File: config.mk
export PLATFORM = sky130hd
export DESIGN_NAME = stack_engine_push_pop_add_swap_top_flat
export DESIGN_NICKNAME = d
export VERILOG_FILES = /design/src/stk_pkg.sv /design/src/stk_if.sv /design/src/stk_ctrl.sv /design/src/stk_dp.sv /design/src/stack_engine_push_pop_add_swap_top.sv /design/src/flat_wrapper.sv
export SDC_FILE = /design/constraint.sdc
export NUM_CORES = 2
export LEC_CHECK = 0
export ABC_AREA = 1
export BUFFER_PORTS_ARGS = -buffer_cell sky130_fd_sc_hd__buf_2
export CORE_AREA = 3 3 442 444
export CTS_BUF_LIST = sky130_fd_sc_hd__clkbuf_4
export DETAILED_ROUTE_END_ITERATION = 8
export DIE_AREA = 0 0 445 447
export GPL_TIMING_DRIVEN = 0
export PLACE_DENSITY = 0.58
export SLEW_MARGIN = 20
export SYNTH_ARGS = -nofsm -noshare
export SYNTH_HDL_FRONTEND = slang
export SYNTH_SLANG_ARGS = --single-unit
File: constraint.sdc
create_clock -name clk -period 13.6 [get_ports clk]
set_input_delay 1.36 -clock clk [delete_from_list [all_inputs] [get_ports clk]]
set_output_delay 1.36 -clock clk [all_outputs]
set_load 0.05 [all_outputs]
File: src/stk_pkg.sv
// ----------------------------------------------------------------------------
// Stack engine package
// Shared widths, command and status codes, and the control and status
// structs that pass between the controller and the datapath.
// ----------------------------------------------------------------------------
package stk_pkg;

  localparam int unsigned STACK_DEPTH_DEF = 64;

  localparam int unsigned CMD_W   = 3;
  localparam int unsigned DATA_W  = 32;
  localparam int unsigned STAT_W  = 2;
  localparam int unsigned FILLO_W = 7;

  localparam logic [CMD_W-1:0] CMD_PUSH = 3'd0;
  localparam logic [CMD_W-1:0] CMD_POP  = 3'd1;
  localparam logic [CMD_W-1:0] CMD_PEEK = 3'd2;
  localparam logic [CMD_W-1:0] CMD_ADD  = 3'd3;
  localparam logic [CMD_W-1:0] CMD_SWAP = 3'd4;

  localparam logic [STAT_W-1:0] ST_DONE  = 2'd0;
  localparam logic [STAT_W-1:0] ST_SHORT = 2'd1;
  localparam logic [STAT_W-1:0] ST_FULL  = 2'd2;

  typedef struct packed {
    logic load;
    logic exec;
  } ctl_t;

  typedef struct packed {
    logic out_free;
  } stat_t;

endpackage

File: src/stk_if.sv
// ----------------------------------------------------------------------------
// Stack engine channels
// Command channel and result channel, each a valid/ready handshake that
// moves one word per accepted transfer.
// ----------------------------------------------------------------------------
interface stk_in_if;
  logic                                valid;
  logic                                ready;
  logic [stk_pkg::CMD_W-1:0]           command;
  logic signed [stk_pkg::DATA_W-1:0]   push_value;

  modport source (output valid, output command, output push_value, input ready);
  modport sink   (input valid, input command, input push_value, output ready);
endinterface

interface stk_out_if;
  logic                                valid;
  logic                                ready;
  logic [stk_pkg::STAT_W-1:0]          status;
  logic                                shown_valid;
  logic signed [stk_pkg::DATA_W-1:0]   shown_value;
  logic [stk_pkg::FILLO_W-1:0]         stack_fill;

  modport source (output valid, output status, output shown_valid, output shown_value,
                  output stack_fill, input ready);
  modport sink   (input valid, input status, input shown_valid, input shown_value,
                  input stack_fill, output ready);
endinterface

File: src/stk_ctrl.sv
// ----------------------------------------------------------------------------
// Stack engine controller
// Takes a command word, loads the second entry into a register, then in the
// execute state fires the execute strobe once the result register is free.
// ----------------------------------------------------------------------------
module stk_ctrl (
  input  logic          clk,
  input  logic          rst_n,
  input  logic          in_valid,
  output logic          in_ready,
  input  stk_pkg::stat_t stat,
  output stk_pkg::ctl_t  ctl
);
  import stk_pkg::*;

  localparam logic S_IDLE = 1'b0;
  localparam logic S_EXEC = 1'b1;

  logic state_r;
  logic state_nxt;

  always_comb begin
    state_nxt = state_r;
    ctl.load  = 1'b0;
    ctl.exec  = 1'b0;
    in_ready  = 1'b0;
    unique case (state_r)
      S_IDLE: begin
        in_ready = 1'b1;
        if (in_valid) begin
          ctl.load  = 1'b1;
          state_nxt = S_EXEC;
        end
      end
      S_EXEC: begin
        if (stat.out_free) begin
          ctl.exec  = 1'b1;
          state_nxt = S_IDLE;
        end
      end
      default: state_nxt = S_IDLE;
    endcase
  end

  always_ff @(posedge clk) begin
    if (!rst_n) begin
      state_r <= S_IDLE;
    end else begin
      state_r <= state_nxt;
    end
  end

endmodule

File: src/stk_dp.sv
// ----------------------------------------------------------------------------
// Stack engine datapath
// The top entry lives in a register and the entries below it in a memory,
// so each command needs at most one memory read and one memory write.
// ----------------------------------------------------------------------------
module stk_dp #(
  parameter int unsigned STACK_DEPTH = stk_pkg::STACK_DEPTH_DEF
) (
  input  logic                               clk,
  input  logic                               rst_n,
  input  stk_pkg::ctl_t                      ctl,
  output stk_pkg::stat_t                     stat,
  input  logic [stk_pkg::CMD_W-1:0]          in_command,
  input  logic signed [stk_pkg::DATA_W-1:0]  in_push_value,
  output logic                               out_valid,
  input  logic                               out_ready,
  output logic [stk_pkg::STAT_W-1:0]         out_status,
  output logic                               out_shown_valid,
  output logic signed [stk_pkg::DATA_W-1:0]  out_shown_value,
  output logic [stk_pkg::FILLO_W-1:0]        out_stack_fill
);
  import stk_pkg::*;

  localparam int unsigned AW = $clog2(STACK_DEPTH);
  localparam int unsigned FW = $clog2(STACK_DEPTH + 1);

  logic [DATA_W-1:0]   mem_r [STACK_DEPTH];
  logic [CMD_W-1:0]    cmd_r;
  logic [DATA_W-1:0]   val_r;
  logic [DATA_W-1:0]   top_r;
  logic [DATA_W-1:0]   top_nxt;
  logic [DATA_W-1:0]   second_r;
  logic [FW-1:0]       fill_r;
  logic [FW-1:0]       fill_nxt;
  logic [AW-1:0]       rd_addr;
  logic [AW-1:0]       wr_addr;
  logic [DATA_W-1:0]   wr_data;
  logic                wr_en;
  logic                full;
  logic                short1;
  logic                short2;

  logic                out_valid_r;
  logic [STAT_W-1:0]   status_r;
  logic [STAT_W-1:0]   status_nxt;
  logic                shown_valid_r;
  logic                shown_valid_nxt;
  logic [DATA_W-1:0]   shown_value_r;
  logic [DATA_W-1:0]   shown_value_nxt;
  logic [FILLO_W-1:0]  fill_out_r;

  assign full    = (fill_r == FW'(STACK_DEPTH));
  assign short1  = (fill_r == '0);
  assign short2  = (fill_r < FW'(2));
  assign rd_addr = AW'(fill_r - FW'(2));

  always_comb begin
    status_nxt      = ST_DONE;
    shown_valid_nxt = 1'b0;
    shown_value_nxt = '0;
    fill_nxt        = fill_r;
    top_nxt         = top_r;
    wr_en           = 1'b0;
    wr_addr         = AW'(fill_r - FW'(1));
    wr_data         = top_r;
    case (cmd_r)
      CMD_PUSH: begin
        if (full) begin
          status_nxt = ST_FULL;
        end else begin
          wr_en    = !short1;
          top_nxt  = val_r;
          fill_nxt = fill_r + FW'(1);
        end
      end
      CMD_POP: begin
        if (short1) begin
          status_nxt = ST_SHORT;
        end else begin
          top_nxt  = second_r;
          fill_nxt = fill_r - FW'(1);
        end
      end
      CMD_PEEK: begin
        if (short1) begin
          status_nxt = ST_SHORT;
        end else begin
          shown_valid_nxt = 1'b1;
          shown_value_nxt = top_r;
        end
      end
      CMD_ADD: begin
        if (short2) begin
          status_nxt = ST_SHORT;
        end else begin
          top_nxt  = second_r + top_r;
          fill_nxt = fill_r - FW'(1);
        end
      end
      CMD_SWAP: begin
        if (short2) begin
          status_nxt = ST_SHORT;
        end else begin
          top_nxt = second_r;
          wr_en   = 1'b1;
          wr_addr = rd_addr;
        end
      end
      default: begin
        status_nxt = ST_DONE;
      end
    endcase
  end

  always_ff @(posedge clk) begin
    if (ctl.exec && wr_en) begin
      mem_r[wr_addr] <= wr_data;
    end
    if (ctl.load) begin
      second_r <= mem_r[rd_addr];
      cmd_r    <= in_command;
      val_r    <= in_push_value;
    end
    if (ctl.exec) begin
      top_r         <= top_nxt;
      status_r      <= status_nxt;
      shown_valid_r <= shown_valid_nxt;
      shown_value_r <= shown_value_nxt;
      fill_out_r    <= FILLO_W'(fill_nxt);
    end
  end

  always_ff @(posedge clk) begin
    if (!rst_n) begin
      fill_r      <= '0;
      out_valid_r <= 1'b0;
    end else begin
      if (ctl.exec) begin
        fill_r <= fill_nxt;
      end
      if (ctl.exec) begin
        out_valid_r <= 1'b1;
      end else if (out_ready) begin
        out_valid_r <= 1'b0;
      end
    end
  end

  assign stat.out_free   = !out_valid_r || out_ready;
  assign out_valid       = out_valid_r;
  assign out_status      = status_r;
  assign out_shown_valid = shown_valid_r;
  assign out_shown_value = shown_value_r;
  assign out_stack_fill  = fill_out_r;

endmodule

File: src/stack_engine_push_pop_add_swap_top.sv
// Timing: a result word is registered in the execute step that follows the acceptance
// of its command word, once the result register is free, and held until it is taken.
// Flow: no new command word is taken until the last one has executed; the memory
// read of the entry below the top register comes first, execution and write second.
// A waiting result word holds the execute step, so at most one further command
// word is taken while it waits. Reset (synchronous, active low) empties the stack.
// ----------------------------------------------------------------------------
// Stack engine top level
// Bounded stack of signed 32-bit values with push, pop, peek, add and swap.
// ----------------------------------------------------------------------------
module stack_engine_push_pop_add_swap_top #(
  parameter int unsigned STACK_DEPTH = stk_pkg::STACK_DEPTH_DEF
) (
  input  logic       clk,
  input  logic       rst_n,
  stk_in_if.sink     in_if,
  stk_out_if.source  out_if
);
  import stk_pkg::*;

  ctl_t  ctl;
  stat_t stat;

  stk_ctrl u_ctrl (
    .clk      (clk),
    .rst_n    (rst_n),
    .in_valid (in_if.valid),
    .in_ready (in_if.ready),
    .stat     (stat),
    .ctl      (ctl)
  );

  stk_dp #(
    .STACK_DEPTH (STACK_DEPTH)
  ) u_dp (
    .clk             (clk),
    .rst_n           (rst_n),
    .ctl             (ctl),
    .stat            (stat),
    .in_command      (in_if.command),
    .in_push_value   (in_if.push_value),
    .out_valid       (out_if.valid),
    .out_ready       (out_if.ready),
    .out_status      (out_if.status),
    .out_shown_valid (out_if.shown_valid),
    .out_shown_value (out_if.shown_value),
    .out_stack_fill  (out_if.stack_fill)
  );

endmodule

File: src/flat_wrapper.sv
// flat-port wrapper written by rule: the top's interface ports become plain ports
module stack_engine_push_pop_add_swap_top_flat import stk_pkg::*;
#(
  parameter int unsigned STACK_DEPTH = stk_pkg::STACK_DEPTH_DEF
)
  (clk, rst_n, in_if_valid, in_if_command, in_if_push_value, in_if_ready, out_if_valid, out_if_status, out_if_shown_valid, out_if_shown_value, out_if_stack_fill, out_if_ready);
  stk_in_if in_if_i ();
  stk_out_if out_if_i ();
  input  logic clk;
  input  logic rst_n;
  input wire logic [$bits(in_if_i.valid)-1:0] in_if_valid;
  input wire logic [$bits(in_if_i.command)-1:0] in_if_command;
  input wire logic [$bits(in_if_i.push_value)-1:0] in_if_push_value;
  output wire logic [$bits(in_if_i.ready)-1:0] in_if_ready;
  output wire logic [$bits(out_if_i.valid)-1:0] out_if_valid;
  output wire logic [$bits(out_if_i.status)-1:0] out_if_status;
  output wire logic [$bits(out_if_i.shown_valid)-1:0] out_if_shown_valid;
  output wire logic [$bits(out_if_i.shown_value)-1:0] out_if_shown_value;
  output wire logic [$bits(out_if_i.stack_fill)-1:0] out_if_stack_fill;
  input wire logic [$bits(out_if_i.ready)-1:0] out_if_ready;
  assign in_if_i.valid = in_if_valid;
  assign in_if_i.command = in_if_command;
  assign in_if_i.push_value = in_if_push_value;
  assign in_if_ready = in_if_i.ready;
  assign out_if_valid = out_if_i.valid;
  assign out_if_status = out_if_i.status;
  assign out_if_shown_valid = out_if_i.shown_valid;
  assign out_if_shown_value = out_if_i.shown_value;
  assign out_if_stack_fill = out_if_i.stack_fill;
  assign out_if_i.ready = out_if_ready;
  stack_engine_push_pop_add_swap_top #(.STACK_DEPTH(STACK_DEPTH)) u_core (.clk(clk), .rst_n(rst_n), .in_if(in_if_i), .out_if(out_if_i));
endmodule
Word-level counts from Yosys, hierarchy flattened
Memory sizes are Yosys's and may differ from the RTL's. A register that Yosys moved wholly into a read port is not among the register bits.
Index checks and enable logic that the tools add are counted.
{"block": "totals", "register_bits": 118, "ramBits": 2048, "in_bits": 39, "elab_cells": 69, "n_memories": 1}
{"block": "classes", "addsub": 4, "n_lt_le_gt_ge": 1, "n_eq_ne": 9, "n_mux": 30, "n_bitwise": 2, "n_reduce_logical": 12}
{"memory": "u_core.u_dp.mem_r", "words": 64, "width": 32, "rd": 1, "rd_clocked_by_memory_dff": 1, "wr": 1, "line": "stk_dp.sv:27", "text": "logic [DATA_W-1:0] mem_r [STACK_DEPTH];"}
{"op": "$mux W32", "count": 4}
{"op": "$pmux W32 S4", "count": 1}
{"op": "$add A32 B32 Y32", "count": 1}
{"op": "$mux W7", "count": 3}
{"op": "$pmux W7 S3", "count": 1}
{"op": "$mux W1", "count": 15}
{"op": "$mux W6", "count": 2}
{"op": "$ne A2 B2 Y1 const B", "count": 4}
{"op": "$add A7 B1 Y7 const B", "count": 1}
{"op": "$eq A7 B7 Y1 const B", "count": 1}
{"op": "$logic_not A7 Y1", "count": 1}
{"op": "$lt A7 B2 Y1 const B", "count": 1}
{"op": "$sub A7 B1 Y7 const B", "count": 1}
{"op": "$eq A3 B2 Y1 const B", "count": 2}
{"op": "$pmux W2 S3", "count": 1}
{"op": "$reduce_and A6 Y1", "count": 1}
{"op": "$reduce_or A2 Y1", "count": 3}
{"op": "$sub A6 B2 Y6 const B", "count": 1}
{"op": "$pmux W1 S2", "count": 2}
{"op": "$reduce_bool A4 Y1", "count": 1}
{"op": "$eq A3 B1 Y1 const B", "count": 1}
{"op": "$eq A3 B3 Y1 const B", "count": 1}
{"op": "$logic_not A3 Y1", "count": 1}
{"op": "$logic_not A1 Y1", "count": 2}
{"op": "5 further kinds", "count": 6}

Longest topological paths before layout
{"block": "logic_depth", "ltp_word": 7, "mapped_depth": 15}

Cells and area by module
From an unflattened synthesis, not the netlist that was laid out.
{"block": "hier_totals", "cells_unflattened": 7724, "area_unflattened_um2": 90301.6}
{"mod": "stk_dp", "n_inst": 1, "cells_per_inst": 7715, "area_each_um2": 90251.6, "seq_area_each_um2": 65893.2}
{"mod": "stk_ctrl", "n_inst": 1, "cells_per_inst": 9, "area_each_um2": 50.0, "seq_area_each_um2": 20.0}

Worst setup path after synthesis
No wires, ideal clock.
{"block": "synth_path", "kind": "flip-flop to flip-flop", "start": "register u_core.u_dp.fill_r[1]", "end": "register u_core.u_dp.top_r[0] (enable)", "setup_time_ps": 502, "t_arrival_ps": 4737, "required_time_ps": 13098, "path_slack_ps": 8362, "path_stages_with_launch": 13, "path_buffers": 3, "period_less_slack_ps": 5238, "path_cell_list": "dfxtp_1 -> inv_1 -> buf_2 -> clkbuf_1 -> clkbuf_1 -> ha_1 -> nand2_1 -> nor2_2 -> nand3_2 -> inv_1 -> o21ai_0 -> nand2_1 -> nor4_1"}
{"block": "synth_between", "elab_chain_cells": 3, "elab_cells_between_ends": 8, "cone_classes": "order compare (1); eq/ne (5); reduce/logical (2)"}
{"item": "start, declared", "line": "stk_dp.sv:33", "text": "logic [FW-1:0] fill_r;"}
{"item": "start signal, assigned", "line": "stk_dp.sv:139", "text": "fill_r <= fill_nxt;"}
{"item": "$lt A7 B2 Y1, or another cell as far along", "line": "stk_dp.sv:54", "text": "assign short2 = (fill_r < FW'(2));"}
{"item": "$ne A2 B2 Y1 (no source line)"}
{"item": "$reduce_and A6 Y1 (no source line) (*)"}
{"item": "end signal, assigned", "line": "stk_dp.sv:125", "text": "top_r <= top_nxt;"}
{"item": "end, declared", "line": "stk_dp.sv:30", "text": "logic [DATA_W-1:0] top_r;"}
Mark *: on every way between the ends. The rest lies on a longest branch, timed or not.
A chain may end at the register's enable or synchronous reset.

Final worst setup path
{"block": "layout_path", "start": "register u_core.u_dp.fill_r[1]", "end": "register u_core.u_dp.second_r[10] (read register of u_core.u_dp.mem_r) (data pin)"}
{"block": "layout_between", "elab_chain_cells": 1}
{"item": "$sub A6 B2 Y6", "line": "stk_dp.sv:55", "text": "assign rd_addr = AW'(fill_r - FW'(2));"}
{"item": "end, declared", "line": "stk_dp.sv:32", "text": "logic [DATA_W-1:0] second_r;"}
Every way passes these cells.

==> impl_metrics.env <==
export IMPL_outcome="finished, violations left"
export IMPL_failed_checks="design-rule violations"
export IMPL_yosysWarningCount=0
export IMPL_intPower_mw=10.5
export IMPL_slew_headroom_pct=14.2
export IMPL_io_buffers=82
export IMPL_hold_viol_final=0
export IMPL_sw_frac_of_total_pct=23.5
export IMPL_synth_edf_count=2189
export IMPL_avgSynthCellArea_um2=11.7
export IMPL_yosysMostFrequentCell="nand2_1"
export IMPL_finalNetCount=8700
export IMPL_synth_top_area_share_pct=73.0
export IMPL_fmax_mhz=135
export IMPL_peakVddDrop_mv=0.114
export IMPL_layout_drive_gt1_share_pct=15.5
export IMPL_syn_to_final_growth_pct=17.0
export IMPL_grt_max_degree=34
export IMPL_syn_nets=7801
export IMPL_fin_crit_ps=7420
export IMPL_h_tree_depth=6
export IMPL_grt_util_all_layers_pct=33.1
export IMPL_initial_utilization_pct=46.9
export IMPL_cts_tree="done"
export IMPL_ys_ff_latch=2198
export IMPL_p_switching_mw=3.24
export IMPL_ys_top_cells_by_count="nand2_1, edfxtp_1, nand3_1, clkbuf_1, inv_1"
export IMPL_power_density_nw_per_um2=131
export IMPL_clkTransAtPathRegs_ps=70
export IMPL_cts_made_buffers=591
export IMPL_rows=161
export IMPL_cp_slowest_cell="clkbuf_1"
export IMPL_crit_arrival_ps=8510
export IMPL_critPathKind="flop to flop"
export IMPL_finalCritPeriodShare_pct=54.6
export IMPL_seqPwrFrac_pct=54.3
export IMPL_leakage_nw=38.5
export IMPL_synthCells=7726
export IMPL_cts_sinks=2198
export IMPL_wl_um=334000
export IMPL_cts_buffer_depth=4
export IMPL_viasPerCell=5.89
export IMPL_worstMarginPinSlew_ps=1290
export IMPL_die_h_um=447
export IMPL_hold_path_class="input port to flop"
export IMPL_die_area_um2=199000
export IMPL_root_buffer="clkbuf_4"
export IMPL_ioPinCount=83
export IMPL_first_global_vias=63614
export IMPL_worst_path_max_fanout=11
export IMPL_fp_dieW_um=445
export IMPL_worstSetupStartpointType="flop"
export IMPL_syn_area_um2=90000
export IMPL_routed_via_count=67805
export IMPL_cp_top_family="buffers and inverters"
export IMPL_timing_hold_ws_ps=140
export IMPL_ys_seq_area_share_pct=73.2
export IMPL_async_reset_ff_share_pct=0
export IMPL_route_detailed_drc=2
export IMPL_slowest_delay_ps=900
export IMPL_coreArea_um2=192000
export IMPL_routedWlPerCell_um=29.0
export IMPL_dp_hpwl_um=236000
export IMPL_slew_violations=0
export IMPL_antenna_found_initial=18
export IMPL_cp_buffers_inverters=8
export IMPL_final_setup_skew_ps=105
export IMPL_end_kind="flop"
export IMPL_synth_area_leaders="edfxtp_1, nand3_1, nand2_1"
export IMPL_path_common_cell="clkbuf_1"
export IMPL_cp_required_ps=14690
export IMPL_synth_top_area_cell="edfxtp_1"
export IMPL_ant_nets=0
export IMPL_grt_pass1_wl_um=463000
export IMPL_combPwrFrac_pct=4.7
export IMPL_setup_tns_ps=0
export IMPL_drtPass1Iterations=8
export IMPL_clkPwrFrac_pct=41.0
export IMPL_clk_latency_ps=1470
export IMPL_initialDrtViolationCount=10790
export IMPL_place_congestion=0.995
export IMPL_ys_types=37
export IMPL_ys_flop_type="edfxtp_1"
export IMPL_cp_cell_sequence="inv_1 > buf_2 > clkbuf_1 > clkbuf_2 > ha_1 > clkbuf_1 > inv_1 > clkbuf_1 > clkbuf_1 > nand3_1 > a21oi_1 > o21ai_0 > o21ai_0"
export IMPL_drv_cap=0
export IMPL_rsz0062_at_grt="false"
export IMPL_overflow=0
export IMPL_setup_viol=0
[registers in the layout, summed over array words and instances (netlist names)]
signal / cells
u_core.u_ctrl.state_r: 1
u_core.u_dp.cmd_r: 3
u_core.u_dp.fill_r: 7
u_core.u_dp.mem_r: 2048
u_core.u_dp.out_shown_valid: 1
u_core.u_dp.out_shown_value: 32
u_core.u_dp.out_stack_fill: 7
u_core.u_dp.out_status: 2
u_core.u_dp.out_valid: 1
u_core.u_dp.second_r: 32
u_core.u_dp.top_r: 32
u_core.u_dp.val_r: 32
[layout by cell type (no fill, tap or decap), drive strengths merged]
master          n
nand2        2541
edfxtp       2189
nand3        1962
clkbuf       1155
buf           458
inv           208
nor2          164
clkinv         74
a21oi          44
o21ai          41
ha             35
and2           23
a22oi          22
diode          10
dfxtp           9
xor2            8
nand4           7
nor3            5
bufinv          5
nand3b          4
clkinvlp        4
dlygate4sd3     4
or2             3
xnor2           2
o211ai          2
o21bai          1
o31ai           1
o221ai          1
a21o            1
and2b           1
nor4            1
fa              1
[worst register-to-register path: cells and delay by family (launching register included)]
family / cells / cell delay [ps]
AO/OA/AOI/OAI: 3 / 1590
buffers and inverters: 8 / 4420
flip-flops: 1 / 460
AND/OR/NAND/NOR: 1 / 160
adder cells (fa/ha/maj): 1 / 480
[final cells by class]
cell class	count	area, um2
sequential	2198	65900
multi-input combinational	4870	22000
tap	2526	3160
clock inverter	92	498
buffer	459	1870
timing repair buffer	306	4730
antenna	10	25.0
clock buffer	852	6400
fill	16414	86600
inverter	199	747
[routing by layer]
layer / global-route usage (%) / part of all wire (%) / vias up
li1: - / - / 29362
met1: 45.9 / 39 / 33114
met2: 48.3 / 43 / 4624
met3: 10.0 / 13 / 699
met4: 14.3 / 4.4 / 6
met5: 0 / 0.011 / -
[timing repair]
item,4_1_cts,5_1_grt
hold buffers,4,0
endpoints found under the hold margin,4,0
gates resized for setup,0,0
setup buffers,0,0
[path summary, 6_finish.rpt]
check                         from                  endpoint  slack (ps)  depth (start not counted)
max          u_core.u_dp.fill_r[1]  u_core.u_dp.second_r[10]        6180                         13
min               in_if_command[0]      u_core.u_dp.cmd_r[0]         140                          1
min reg2reg  u_core.u_dp.out_valid     u_core.u_dp.out_valid         510                          2
max reg2reg  u_core.u_dp.fill_r[1]  u_core.u_dp.second_r[10]        6180                         13
[power by group through the flow]
stage               registers (mW)  clock network [mW]  logic, mW
CTS                           7.48                5.70      0.633
finish                        7.48                5.65      0.652
floorplan                     7.66                   0      0.277
global route                  7.47                6.07      0.692
detailed placement            7.62                   0      0.630
global placement              7.70                   0      0.500
[cells by family after synthesis]
kind of cell | after synthesis | synth area share (%)
and+or+nand+nor | 4711 | 22.6
DFF | 2198 | 73.2
buffers and inverters | 658 | 2.88
AOI/OAI and AO/OA | 113 | 0.716
adders and majority gates | 36 | 0.509
xor gates and xnor gates | 10 | 0.106
[through the flow]
stage          setup slack [ps]  instances  instance area, um2  power (mW)  util (%)
4_1_cts                    6680      11502              105000        13.8      54.9
2_1_floorplan              8360       7726               90000        7.93         -
3_5_place_dp               6710      10554               98400        8.25      51.2
3_3_place_gp               3790      10334               93600        8.20      48.7
5_1_grt                    6480      11504              105000        14.2      54.9
6_report                   6180      11512              105000        13.8      54.9
Power figures use the tool's default switching activity.
